==> config.mk <==
export PLATFORM = sky130hd
export DESIGN_NAME = parking_bay_sensor_controller_core_flat
export DESIGN_NICKNAME = d
export VERILOG_FILES = /design/src/hw/rtl/pbsc_pkg.sv /design/src/hw/rtl/pbsc_if.sv /design/src/hw/rtl/pbsc_cfg_regs.sv /design/src/hw/rtl/pbsc_step.sv /design/src/hw/rtl/parking_bay_sensor_controller_core.sv /design/src/flat_wrapper.sv
export VERILOG_INCLUDE_DIRS = /design/src /design/src/hw/rtl
export SDC_FILE = /design/constraint.sdc
export NUM_CORES = 1
export LEC_CHECK = 0
export ABC_AREA = 0
export BUFFER_PORTS_ARGS = -buffer_cell sky130_fd_sc_hd__buf_4
export CORE_MARGIN = 4
export CORE_UTILIZATION = 35
export CTS_BUF_LIST = sky130_fd_sc_hd__clkbuf_2 sky130_fd_sc_hd__clkbuf_4 sky130_fd_sc_hd__clkbuf_8
export DETAILED_ROUTE_END_ITERATION = 6
export GPL_TIMING_DRIVEN = 0
export HOLD_SLACK_MARGIN = 0.15
export SYNTH_ARGS = -nofsm -noshare
export SYNTH_HDL_FRONTEND = slang
export SYNTH_HIERARCHICAL = 1
export SYNTH_SLANG_ARGS = --single-unit
export TNS_END_PERCENT = 30
==> constraint.sdc <==
create_clock -name i_clk -period 10.11 [get_ports i_clk]
set_input_delay 2.022 -clock i_clk [delete_from_list [all_inputs] [get_ports i_clk]]
set_output_delay 2.022 -clock i_clk [all_outputs]
set_load 0.1 [all_outputs]
==> src/hw/rtl/parking_bay_sensor_controller_core_macros.svh <==
// Assertion macros for the parking bay sensor controller.
// Define ASSERT_OFF to compile the checks out; no other dependencies.
`ifndef PARKING_BAY_SENSOR_CONTROLLER_CORE_MACROS_SVH
`define PARKING_BAY_SENSOR_CONTROLLER_CORE_MACROS_SVH
`ifndef ASSERT_OFF
`define PBSC_ASSERT(lbl, clk, rst_n, prop, msg) \
    lbl: assert property (@(posedge clk) disable iff (!rst_n) (prop)) else $error(msg);
`define PBSC_ASSERT_IMPLY(lbl, clk, rst_n, ante, cons, msg) \
    lbl: assert property (@(posedge clk) disable iff (!rst_n) (ante) |-> (cons)) \
        else $error(msg);
`define PBSC_ASSERT_NEXT(lbl, clk, rst_n, ante, cons, msg) \
    lbl: assert property (@(posedge clk) disable iff (!rst_n) (ante) |=> (cons)) \
        else $error(msg);
`else
`define PBSC_ASSERT(lbl, clk, rst_n, prop, msg)
`define PBSC_ASSERT_IMPLY(lbl, clk, rst_n, ante, cons, msg)
`define PBSC_ASSERT_NEXT(lbl, clk, rst_n, ante, cons, msg)
`endif
`endif

==> src/hw/rtl/pbsc_pkg.sv <==
// Shared types and constants of the parking bay sensor controller.
// No dependencies; used by pbsc_cfg_regs, pbsc_step and the controller core.
package pbsc_pkg;

    localparam logic [2:0] CFG_SAMPLE_PERIOD   = 3'd0;
    localparam logic [2:0] CFG_CLOSE_LIMIT     = 3'd1;
    localparam logic [2:0] CFG_OPEN_LIMIT      = 3'd2;
    localparam logic [2:0] CFG_FREE_ZONE       = 3'd3;
    localparam logic [2:0] CFG_STOP_ZONE       = 3'd4;
    localparam logic [2:0] CFG_CHANGE_THRESH   = 3'd5;
    localparam logic [2:0] CFG_CONFIRM_COUNT   = 3'd6;
    localparam logic [2:0] CFG_LOCATE_PERIOD   = 3'd7;

    localparam logic [9:0]  RST_SAMPLE_PERIOD  = 10'd100;
    localparam logic [13:0] RST_CLOSE_LIMIT    = 14'd150;
    localparam logic [13:0] RST_OPEN_LIMIT     = 14'd600;
    localparam logic [13:0] RST_FREE_ZONE      = 14'd800;
    localparam logic [13:0] RST_STOP_ZONE      = 14'd150;
    localparam logic [13:0] RST_CHANGE_THRESH  = 14'd50;
    localparam logic [2:0]  RST_CONFIRM_COUNT  = 3'd3;
    localparam logic [15:0] RST_LOCATE_PERIOD  = 16'd200;

    localparam logic [13:0] NO_READING         = 14'd9999;
    localparam logic [15:0] LASER_NONE         = 16'd60000;
    localparam logic [9:0]  ULTRA_MIN          = 10'd21;
    localparam logic [9:0]  ULTRA_MAX          = 10'd400;
    localparam logic [2:0]  LOCATE_STEPS       = 3'd6;
    localparam logic [15:0] BEEP_MIN_MS        = 16'd40;
    localparam logic [15:0] CNT_MAX            = 16'hFFFF;

    typedef struct packed {
        logic [9:0]  sample_period_ms;
        logic [13:0] close_limit_mm;
        logic [13:0] open_limit_mm;
        logic [13:0] free_zone_mm;
        logic [13:0] stop_zone_mm;
        logic [13:0] change_threshold_mm;
        logic [2:0]  confirm_count;
        logic [15:0] locate_period_ms;
    } t_cfg;

    typedef struct packed {
        logic [15:0] laser_mm;
        logic [9:0]  ultra_mm;
        logic        locate_one;
        logic        locate_two;
    } t_in;

    typedef struct packed {
        logic        bay_one_occupied;
        logic        bay_two_occupied;
        logic [31:0] bay_one_time_ms;
        logic [31:0] bay_two_time_ms;
        logic        gate_open;
        logic        led_red;
        logic        maneuver_beep;
        logic        locate_beep;
        logic [13:0] filtered_ultra_mm;
    } t_res;

    typedef struct packed {
        logic [13:0] stable_distance;
        logic [2:0]  mismatch_count;
        logic [31:0] bay_one_time;
        logic [31:0] bay_two_time;
        logic [2:0]  locate_steps_left;
        logic [15:0] since_locate_toggle;
        logic [15:0] since_beep_toggle;
        logic        beep_phase;
        logic        maneuver_level;
        logic        locate_level;
        logic        gate_raised;
    } t_state;

endpackage

==> src/hw/rtl/pbsc_if.sv <==
// Valid/ready channel interfaces: sample requests, results, register writes.
// No dependencies.
interface pbsc_in_if;
    logic        valid;
    logic        ready;
    logic [15:0] laser_mm;
    logic [9:0]  ultra_mm;
    logic        locate_one;
    logic        locate_two;

    modport source (output valid, laser_mm, ultra_mm, locate_one, locate_two, input ready);
    modport sink   (input valid, laser_mm, ultra_mm, locate_one, locate_two, output ready);
endinterface

interface pbsc_out_if;
    logic        valid;
    logic        ready;
    logic        bay_one_occupied;
    logic        bay_two_occupied;
    logic [31:0] bay_one_time_ms;
    logic [31:0] bay_two_time_ms;
    logic        gate_open;
    logic        led_red;
    logic        maneuver_beep;
    logic        locate_beep;
    logic [13:0] filtered_ultra_mm;

    modport source (output valid, bay_one_occupied, bay_two_occupied, bay_one_time_ms,
                    bay_two_time_ms, gate_open, led_red, maneuver_beep, locate_beep,
                    filtered_ultra_mm, input ready);
    modport sink   (input valid, bay_one_occupied, bay_two_occupied, bay_one_time_ms,
                    bay_two_time_ms, gate_open, led_red, maneuver_beep, locate_beep,
                    filtered_ultra_mm, output ready);
endinterface

interface pbsc_cfg_if;
    logic        valid;
    logic        ready;
    logic [2:0]  index;
    logic [15:0] data;

    modport source (output valid, index, data, input ready);
    modport sink   (input valid, index, data, output ready);
endinterface

==> src/hw/rtl/pbsc_cfg_regs.sv <==
// Configuration register file, written through the register write channel.
// Depends on pbsc_pkg and pbsc_cfg_if.
module pbsc_cfg_regs (
    input  logic              i_clk,
    input  logic              i_rst_n,
    pbsc_cfg_if.sink          i_cfg,
    output pbsc_pkg::t_cfg    o_cfg
);

    pbsc_pkg::t_cfg r_cfg;
    pbsc_pkg::t_cfg n_cfg;

    assign i_cfg.ready = 1'b1;
    assign o_cfg       = r_cfg;

    always_comb begin
        n_cfg = r_cfg;
        if (i_cfg.valid) begin
            case (i_cfg.index)
                pbsc_pkg::CFG_SAMPLE_PERIOD: n_cfg.sample_period_ms    = i_cfg.data[9:0];
                pbsc_pkg::CFG_CLOSE_LIMIT:   n_cfg.close_limit_mm      = i_cfg.data[13:0];
                pbsc_pkg::CFG_OPEN_LIMIT:    n_cfg.open_limit_mm       = i_cfg.data[13:0];
                pbsc_pkg::CFG_FREE_ZONE:     n_cfg.free_zone_mm        = i_cfg.data[13:0];
                pbsc_pkg::CFG_STOP_ZONE:     n_cfg.stop_zone_mm        = i_cfg.data[13:0];
                pbsc_pkg::CFG_CHANGE_THRESH: n_cfg.change_threshold_mm = i_cfg.data[13:0];
                pbsc_pkg::CFG_CONFIRM_COUNT: n_cfg.confirm_count       = i_cfg.data[2:0];
                pbsc_pkg::CFG_LOCATE_PERIOD: n_cfg.locate_period_ms    = i_cfg.data[15:0];
                default: ;
            endcase
        end
    end

    always_ff @(posedge i_clk) begin
        if (!i_rst_n) begin
            r_cfg.sample_period_ms    <= pbsc_pkg::RST_SAMPLE_PERIOD;
            r_cfg.close_limit_mm      <= pbsc_pkg::RST_CLOSE_LIMIT;
            r_cfg.open_limit_mm       <= pbsc_pkg::RST_OPEN_LIMIT;
            r_cfg.free_zone_mm        <= pbsc_pkg::RST_FREE_ZONE;
            r_cfg.stop_zone_mm        <= pbsc_pkg::RST_STOP_ZONE;
            r_cfg.change_threshold_mm <= pbsc_pkg::RST_CHANGE_THRESH;
            r_cfg.confirm_count       <= pbsc_pkg::RST_CONFIRM_COUNT;
            r_cfg.locate_period_ms    <= pbsc_pkg::RST_LOCATE_PERIOD;
        end else begin
            r_cfg <= n_cfg;
        end
    end

endmodule

==> src/hw/rtl/pbsc_step.sv <==
// Per-sample update: ultrasonic filter, occupancy timers, locate sequence,
// gate, red LED and maneuver beeper. Combinational; depends on pbsc_pkg.
module pbsc_step (
    input  pbsc_pkg::t_in     i_in,
    input  pbsc_pkg::t_state  i_state,
    input  pbsc_pkg::t_cfg    i_cfg,
    output pbsc_pkg::t_state  o_state,
    output pbsc_pkg::t_res    o_res
);

    pbsc_pkg::t_state n;
    logic [16:0] loc_sum;
    logic [16:0] beep_sum;
    logic [15:0] since_loc;
    logic [15:0] since_beep;
    logic [13:0] cur;
    logic [13:0] diff;
    logic [2:0]  mis_inc;
    logic [15:0] d1;
    logic [15:0] d1c;
    logic [15:0] d2w;
    logic [15:0] stop_w;
    logic [15:0] close_w;
    logic [15:0] open_w;
    logic [15:0] free_w;
    logic [15:0] dmin;
    logic        occ1;
    logic        occ2;
    logic [32:0] t1_sum;
    logic [32:0] t2_sum;
    logic        mov;
    logic [17:0] twice;
    logic [17:0] thrice;
    logic        beep_due;

    always_comb begin
        n       = i_state;
        d1      = i_in.laser_mm;
        stop_w  = {2'b0, i_cfg.stop_zone_mm};
        close_w = {2'b0, i_cfg.close_limit_mm};
        open_w  = {2'b0, i_cfg.open_limit_mm};
        free_w  = {2'b0, i_cfg.free_zone_mm};

        loc_sum   = {1'b0, i_state.since_locate_toggle} + {7'b0, i_cfg.sample_period_ms};
        beep_sum  = {1'b0, i_state.since_beep_toggle} + {7'b0, i_cfg.sample_period_ms};
        since_loc  = loc_sum[16] ? pbsc_pkg::CNT_MAX : loc_sum[15:0];
        since_beep = beep_sum[16] ? pbsc_pkg::CNT_MAX : beep_sum[15:0];

        cur = (i_in.ultra_mm >= pbsc_pkg::ULTRA_MIN && i_in.ultra_mm <= pbsc_pkg::ULTRA_MAX)
            ? {4'b0, i_in.ultra_mm} : pbsc_pkg::NO_READING;
        diff = (cur > i_state.stable_distance) ? cur - i_state.stable_distance
                                               : i_state.stable_distance - cur;
        mis_inc = i_state.mismatch_count + 3'd1;
        if (diff > i_cfg.change_threshold_mm) begin
            n.mismatch_count = mis_inc;
            if (mis_inc >= i_cfg.confirm_count || mis_inc == 3'd0) begin
                n.stable_distance = cur;
                n.mismatch_count  = 3'd0;
            end
        end else begin
            n.stable_distance = cur;
            n.mismatch_count  = 3'd0;
        end
        d2w = {2'b0, n.stable_distance};

        occ1   = d1 < stop_w;
        occ2   = d2w < stop_w;
        t1_sum = {1'b0, i_state.bay_one_time} + {23'b0, i_cfg.sample_period_ms};
        t2_sum = {1'b0, i_state.bay_two_time} + {23'b0, i_cfg.sample_period_ms};
        n.bay_one_time = occ1 ? (t1_sum[32] ? '1 : t1_sum[31:0]) : '0;
        n.bay_two_time = occ2 ? (t2_sum[32] ? '1 : t2_sum[31:0]) : '0;

        if ((i_in.locate_one && occ1) || (i_in.locate_two && occ2)) begin
            n.locate_steps_left = pbsc_pkg::LOCATE_STEPS;
        end
        n.since_locate_toggle = since_loc;
        if (n.locate_steps_left != 3'd0 && since_loc >= i_cfg.locate_period_ms) begin
            n.since_locate_toggle = '0;
            if (n.locate_steps_left[0]) begin
                n.locate_level = 1'b1;
            end else begin
                n.locate_level   = 1'b0;
                n.maneuver_level = 1'b0;
            end
            n.locate_steps_left = n.locate_steps_left - 3'd1;
            if (n.locate_steps_left == 3'd0) begin
                n.locate_level   = 1'b0;
                n.maneuver_level = 1'b0;
                n.beep_phase     = 1'b0;
            end
        end

        d1c = (d1 >= pbsc_pkg::LASER_NONE) ? {2'b0, pbsc_pkg::NO_READING} : d1;
        mov = (d1c > close_w && d1c < open_w) || (d2w > close_w && d2w < open_w);
        if (mov) begin
            n.gate_raised = 1'b1;
        end else if (d1c <= close_w || d2w <= close_w || (d1c >= open_w && d2w >= open_w)) begin
            n.gate_raised = 1'b0;
        end

        // floor(2*d/3) <= s  <=>  2*d <= 3*s + 2
        n.since_beep_toggle = since_beep;
        dmin     = (d1 < d2w) ? d1 : d2w;
        twice    = {1'b0, dmin, 1'b0};
        thrice   = {2'b0, since_beep} + {1'b0, since_beep, 1'b0} + 18'd2;
        beep_due = (since_beep >= pbsc_pkg::BEEP_MIN_MS) && (twice <= thrice);
        if (d1 <= stop_w || d2w <= stop_w) begin
            n.maneuver_level = 1'b0;
            n.beep_phase     = 1'b0;
        end else if ((d1 > stop_w && d1 < free_w) || (d2w > stop_w && d2w < free_w)) begin
            if (beep_due) begin
                n.beep_phase        = ~n.beep_phase;
                n.maneuver_level    = n.beep_phase;
                n.since_beep_toggle = '0;
            end
        end else begin
            n.maneuver_level = 1'b0;
            n.beep_phase     = 1'b0;
        end
    end

    assign o_state = n;

    assign o_res.bay_one_occupied  = occ1;
    assign o_res.bay_two_occupied  = occ2;
    assign o_res.bay_one_time_ms   = n.bay_one_time;
    assign o_res.bay_two_time_ms   = n.bay_two_time;
    assign o_res.gate_open         = n.gate_raised;
    assign o_res.led_red           = (d1c < free_w) || (d2w < free_w);
    assign o_res.maneuver_beep     = n.maneuver_level;
    assign o_res.locate_beep       = n.locate_level;
    assign o_res.filtered_ultra_mm = n.stable_distance;

endmodule

==> src/hw/rtl/parking_bay_sensor_controller_core.sv <==
// Parking bay sensor controller: two bays, gate, LED and two beepers.
// Sample requests enter on i_in (one per sample period), results leave on o_out,
// registers are written on i_cfg (index 0..7, always ready).
// Each accepted request yields exactly one result, in order.
// A request is worked on by the per-sample logic while it sits in the
// input register and its result is loaded into the output register when the
// request advances, which raises o_out.valid. Throughput is one request per
// cycle while o_out.ready is high; the input register, per-sample logic and
// output register form a two-stage pipeline and the controller state updates
// in the cycle a request moves to the output.
// When o_out.ready is low the result holds, the state holds and one more
// request is taken into the input register before i_in.ready drops.
// Synchronous active-low reset clears both valid flags, loads the register
// defaults and the controller state reset values; no clearing pass follows.
// Write registers only while no request is in flight.
// Depends on pbsc_pkg, pbsc_if, pbsc_cfg_regs, pbsc_step and the macro header.
`include "parking_bay_sensor_controller_core_macros.svh"

module parking_bay_sensor_controller_core (
    input  logic        i_clk,
    input  logic        i_rst_n,
    pbsc_in_if.sink     i_in,
    pbsc_out_if.source  o_out,
    pbsc_cfg_if.sink    i_cfg
);

    pbsc_pkg::t_cfg   cfg;
    pbsc_pkg::t_in    r_in;
    logic             r_in_vld;
    pbsc_pkg::t_res   r_out;
    logic             r_out_vld;
    pbsc_pkg::t_state r_state;
    pbsc_pkg::t_state n_state;
    pbsc_pkg::t_res   n_out;
    logic             advance;
    logic             in_take;

    pbsc_cfg_regs u_cfg (
        .i_clk   (i_clk),
        .i_rst_n (i_rst_n),
        .i_cfg   (i_cfg),
        .o_cfg   (cfg)
    );

    pbsc_step u_step (
        .i_in    (r_in),
        .i_state (r_state),
        .i_cfg   (cfg),
        .o_state (n_state),
        .o_res   (n_out)
    );

    assign advance    = r_in_vld && (!r_out_vld || o_out.ready);
    assign i_in.ready = !r_in_vld || advance;
    assign in_take    = i_in.valid && i_in.ready;

    always_ff @(posedge i_clk) begin
        if (!i_rst_n) begin
            r_in_vld  <= 1'b0;
            r_out_vld <= 1'b0;
            r_state.stable_distance     <= pbsc_pkg::NO_READING;
            r_state.mismatch_count      <= '0;
            r_state.bay_one_time        <= '0;
            r_state.bay_two_time        <= '0;
            r_state.locate_steps_left   <= '0;
            r_state.since_locate_toggle <= pbsc_pkg::CNT_MAX;
            r_state.since_beep_toggle   <= pbsc_pkg::CNT_MAX;
            r_state.beep_phase          <= 1'b0;
            r_state.maneuver_level      <= 1'b0;
            r_state.locate_level        <= 1'b0;
            r_state.gate_raised         <= 1'b0;
        end else begin
            if (in_take) begin
                r_in_vld <= 1'b1;
            end else if (advance) begin
                r_in_vld <= 1'b0;
            end
            if (advance) begin
                r_out_vld <= 1'b1;
                r_state   <= n_state;
            end else if (o_out.ready) begin
                r_out_vld <= 1'b0;
            end
        end
    end

    always_ff @(posedge i_clk) begin
        if (in_take) begin
            r_in.laser_mm   <= i_in.laser_mm;
            r_in.ultra_mm   <= i_in.ultra_mm;
            r_in.locate_one <= i_in.locate_one;
            r_in.locate_two <= i_in.locate_two;
        end
        if (advance) begin
            r_out <= n_out;
        end
    end

    assign o_out.valid             = r_out_vld;
    assign o_out.bay_one_occupied  = r_out.bay_one_occupied;
    assign o_out.bay_two_occupied  = r_out.bay_two_occupied;
    assign o_out.bay_one_time_ms   = r_out.bay_one_time_ms;
    assign o_out.bay_two_time_ms   = r_out.bay_two_time_ms;
    assign o_out.gate_open         = r_out.gate_open;
    assign o_out.led_red           = r_out.led_red;
    assign o_out.maneuver_beep     = r_out.maneuver_beep;
    assign o_out.locate_beep       = r_out.locate_beep;
    assign o_out.filtered_ultra_mm = r_out.filtered_ultra_mm;

    `PBSC_ASSERT_NEXT(a_state_hold_on_stall, i_clk, i_rst_n, r_out_vld && !o_out.ready, $stable(r_state), "state changed while result stalled")
    `PBSC_ASSERT_NEXT(a_advance_gives_result, i_clk, i_rst_n, advance, r_out_vld, "advanced request produced no result")
    `PBSC_ASSERT_IMPLY(a_locate_level_in_seq, i_clk, i_rst_n, r_state.locate_level, r_state.locate_steps_left != 3'd0, "locate beeper on with no steps left")

endmodule

==> src/flat_wrapper.sv <==
// flat-port wrapper written by rule: the top's interface ports become plain ports
module parking_bay_sensor_controller_core_flat 
  (i_clk, i_rst_n, i_in_valid, i_in_laser_mm, i_in_ultra_mm, i_in_locate_one, i_in_locate_two, i_in_ready, o_out_valid, o_out_bay_one_occupied, o_out_bay_two_occupied, o_out_bay_one_time_ms, o_out_bay_two_time_ms, o_out_gate_open, o_out_led_red, o_out_maneuver_beep, o_out_locate_beep, o_out_filtered_ultra_mm, o_out_ready, i_cfg_valid, i_cfg_index, i_cfg_data, i_cfg_ready);
  pbsc_in_if i_in_i ();
  pbsc_out_if o_out_i ();
  pbsc_cfg_if i_cfg_i ();
  input  logic i_clk;
  input  logic i_rst_n;
  input wire logic [$bits(i_in_i.valid)-1:0] i_in_valid;
  input wire logic [$bits(i_in_i.laser_mm)-1:0] i_in_laser_mm;
  input wire logic [$bits(i_in_i.ultra_mm)-1:0] i_in_ultra_mm;
  input wire logic [$bits(i_in_i.locate_one)-1:0] i_in_locate_one;
  input wire logic [$bits(i_in_i.locate_two)-1:0] i_in_locate_two;
  output wire logic [$bits(i_in_i.ready)-1:0] i_in_ready;
  output wire logic [$bits(o_out_i.valid)-1:0] o_out_valid;
  output wire logic [$bits(o_out_i.bay_one_occupied)-1:0] o_out_bay_one_occupied;
  output wire logic [$bits(o_out_i.bay_two_occupied)-1:0] o_out_bay_two_occupied;
  output wire logic [$bits(o_out_i.bay_one_time_ms)-1:0] o_out_bay_one_time_ms;
  output wire logic [$bits(o_out_i.bay_two_time_ms)-1:0] o_out_bay_two_time_ms;
  output wire logic [$bits(o_out_i.gate_open)-1:0] o_out_gate_open;
  output wire logic [$bits(o_out_i.led_red)-1:0] o_out_led_red;
  output wire logic [$bits(o_out_i.maneuver_beep)-1:0] o_out_maneuver_beep;
  output wire logic [$bits(o_out_i.locate_beep)-1:0] o_out_locate_beep;
  output wire logic [$bits(o_out_i.filtered_ultra_mm)-1:0] o_out_filtered_ultra_mm;
  input wire logic [$bits(o_out_i.ready)-1:0] o_out_ready;
  input wire logic [$bits(i_cfg_i.valid)-1:0] i_cfg_valid;
  input wire logic [$bits(i_cfg_i.index)-1:0] i_cfg_index;
  input wire logic [$bits(i_cfg_i.data)-1:0] i_cfg_data;
  output wire logic [$bits(i_cfg_i.ready)-1:0] i_cfg_ready;
  assign i_in_i.valid = i_in_valid;
  assign i_in_i.laser_mm = i_in_laser_mm;
  assign i_in_i.ultra_mm = i_in_ultra_mm;
  assign i_in_i.locate_one = i_in_locate_one;
  assign i_in_i.locate_two = i_in_locate_two;
  assign i_in_ready = i_in_i.ready;
  assign o_out_valid = o_out_i.valid;
  assign o_out_bay_one_occupied = o_out_i.bay_one_occupied;
  assign o_out_bay_two_occupied = o_out_i.bay_two_occupied;
  assign o_out_bay_one_time_ms = o_out_i.bay_one_time_ms;
  assign o_out_bay_two_time_ms = o_out_i.bay_two_time_ms;
  assign o_out_gate_open = o_out_i.gate_open;
  assign o_out_led_red = o_out_i.led_red;
  assign o_out_maneuver_beep = o_out_i.maneuver_beep;
  assign o_out_locate_beep = o_out_i.locate_beep;
  assign o_out_filtered_ultra_mm = o_out_i.filtered_ultra_mm;
  assign o_out_i.ready = o_out_ready;
  assign i_cfg_i.valid = i_cfg_valid;
  assign i_cfg_i.index = i_cfg_index;
  assign i_cfg_i.data = i_cfg_data;
  assign i_cfg_ready = i_cfg_i.ready;
  parking_bay_sensor_controller_core u_core (.i_clk(i_clk), .i_rst_n(i_rst_n), .i_in(i_in_i), .o_out(o_out_i), .i_cfg(i_cfg_i));
endmodule
==> metrics.cfg <==
[setup_path]
slowest_stage = or4_4
cp_max_fo = 10
endpoint_kind = flip-flop
path_delay_family = compound AO/OA/AOI/OAI gates
required_ns = 10.66
path_class = reg -> reg
worst-path-buf-inv = 10
cp_slowest_stage_delay_ns = 0.54
cp_common_cell = buf_4
arrival_ns = 10.41
critPathLaunchType = flip-flop
reg2reg_slack_ns = 0.25

[sta]
final_max_slew_viol_count = 0
fmaxAchievable_mhz = 101
worst_pin_slew_ns = 0.992
skew_ns = 0.0588
whs_ns = 0.456
slew-limit-headroom = 0.333
finalSetupViolations = 0
fin_crit_sh = 0.976
final-hold-violation-count = 0
fin_crit_ns = 9.86
timing.final.ws_setup_ns = 0.246

[cts]
clk_pin_slew_ns = 0.06
cts_inserted_buffers = 60
clock_latency_ns = 0.70
tritoncts = built
clkSinkCount = 332
clockRootBuffer = clkbuf_8
cts_buffer_depth = 3
htree_levels = 2

[synth]
syn-instance-count = 2612
synth.cell_area_mm2 = 0.0235
syn_area_per_cell_um2 = 9.00
yosys_warnings = 6

[run]
cap_violations = 0

[layout]
fin_area_mm2 = 0.0281
antennaDiodeCount = 0
drive_gt1_frac = 0.192
instances_no_fill = 3777
nets = 3214
syn2layout_area_growth_pct = 19.5

[placement]
post_dp_cell_area_mm2 = 0.0257
globalplace.congestion = 0.901
pre_cts_ws_ns = -2.63
port_buffers = 132
dp.final_hpwl_um = 50900
numPlacedInstances = 3616

[global_routing]
grt_max_degree = 94
antenna_found_initial = 1
grt_pass1_wl_um = 106000
grt_pass1_vias = 18300
overflow = 0
grt.total_usage = 0.188

[detailed_routing]
drtPass1Iterations = 7
via_count = 19300
drc = 0
drt_wl_total_um = 69700
wire_per_inst_um = 18.5
antenna_left = 0
drt_iter0_drc = 1082
viasPerCell = 5.10

[hold_path]
min_path_type = reg -> reg

[floorplanning]
coreArea_mm2 = 0.0662
start_util = 0.355
die_height_um = 267
die_area_mm2 = 0.0714
io_pins = 139
rows = 94
die_x_um = 267

[power_and_ir_drop]
peakVddDrop_v = 0.000117
p_leak_uw = 0.0125
power_uw = 5710
power_density_mw_per_mm2 = 203

[status]
status = finished clean

-- timing repair --
item,CTS,global route
hold buffers,0,0
pin swaps,6,32
cloned,1,0
setup buffers,16,34
setup endpoints to repair,71,36
gates resized for setup,46,77
-- layout by cell type (no fill, tap or decap), types with 11 or more instances in the layout --
cell,n
ha_1,286
buf_4,266
nand2_1,325
a21o_1,42
o21ai_1,12
a31oi_1,13
o311ai_1,18
xnor2_1,29
o311ai_0,18
nand3_1,53
and4_1,11
nor2_1,81
buf_2,29
and2_1,19
o21a_1,21
clkbuf_1,49
o211ai_1,13
a21oi_1,138
buf_6,11
or2_2,15
and3_1,19
nand4_1,32
xor2_1,46
a211oi_1,20
clkbuf_8,70
o21ai_0,108
inv_1,229
edfxtp_1,112
nor3_1,25
nor2b_1,69
buf_8,11
a21oi_2,17
mux2i_1,192
dfxtp_1,220
nand2b_1,27
-- where the power goes --
| group | switching [uW] | total (uW) | internal [uW] |
|---|---|---|---|
| logic | 1570 | 2690 | 1110 |
| registers | 48.0 | 1500 | 1450 |
| clock network | 625 | 1520 | 896 |
| total | 2250 | 5710 | 3460 |
-- worst reg2reg max path: cells and delay by family, from the launching register on --
family / cells / cell delay (ns)
muxes: 2 / 0.65
adders and majority gates: 5 / 1.38
AOI/OAI and AO/OA: 18 / 3.73
and+or+nand+nor: 11 / 2.31
xor gates and xnor gates: 1 / 0.09
buffers and inverters: 10 / 1.24
DFF: 1 / 0.40
-- flip-flops by register name, indices dropped and copies added (netlist names) --
name / cells
u_core/o_out.bay_one_occupied: 1
u_core/o_out.bay_one_time_ms: 32
u_core/o_out.bay_two_occupied: 1
u_core/o_out.bay_two_time_ms: 32
u_core/o_out.filtered_ultra_mm: 14
u_core/o_out.gate_open: 1
u_core/o_out.led_red: 1
u_core/o_out.locate_beep: 1
u_core/o_out.maneuver_beep: 1
u_core/o_out.valid: 1
u_core/r_in: 28
u_core/r_in_vld: 1
u_core/r_state: 119
u_core/u_cfg/o_cfg: 99
-- final cells by class --
class	instances	area [um^2]
buffer	191	1260
fill	6503	38100
clock inverter	34	424
inverter	237	902
multi-input combinational	1851	14100
timing repair buffer	190	1490
clock buffer	78	1020
sequential	332	7770
tap	864	1080
-- stage by stage --
stage / TNS, ns / util
2_1_floorplan: 0 / -
3_3_place_gp: -126.98 / 0.386
3_5_place_dp: -72.38 / 0.388
4_1_cts: 0 / 0.415
5_1_grt: -2.54 / 0.424
6_report: 0 / 0.424
-- routing by layer --
layer,wire length [um],track usage,part of all wire
met1,32200,0.259,0.46
met2,31000,0.298,0.45
met3,4220,0.0350,0.061
met4,2270,0.0648,0.032
met5,12,0,0.00017
-- final timing paths --
path,depth (start not counted),end,start
max,47,u_core/r_state[15]$_SDFFE_PN1P_,u_core/r_in[2]$_DFFE_PP_
min,2,u_core/r_state[2]$_SDFFE_PN0P_,u_core/r_state[2]$_SDFFE_PN0P_
max reg2reg,47,u_core/r_state[15]$_SDFFE_PN1P_,u_core/r_in[2]$_DFFE_PP_
min reg2reg,2,u_core/r_state[2]$_SDFFE_PN0P_,u_core/r_state[2]$_SDFFE_PN0P_
(Power assumes the default switching activity.)
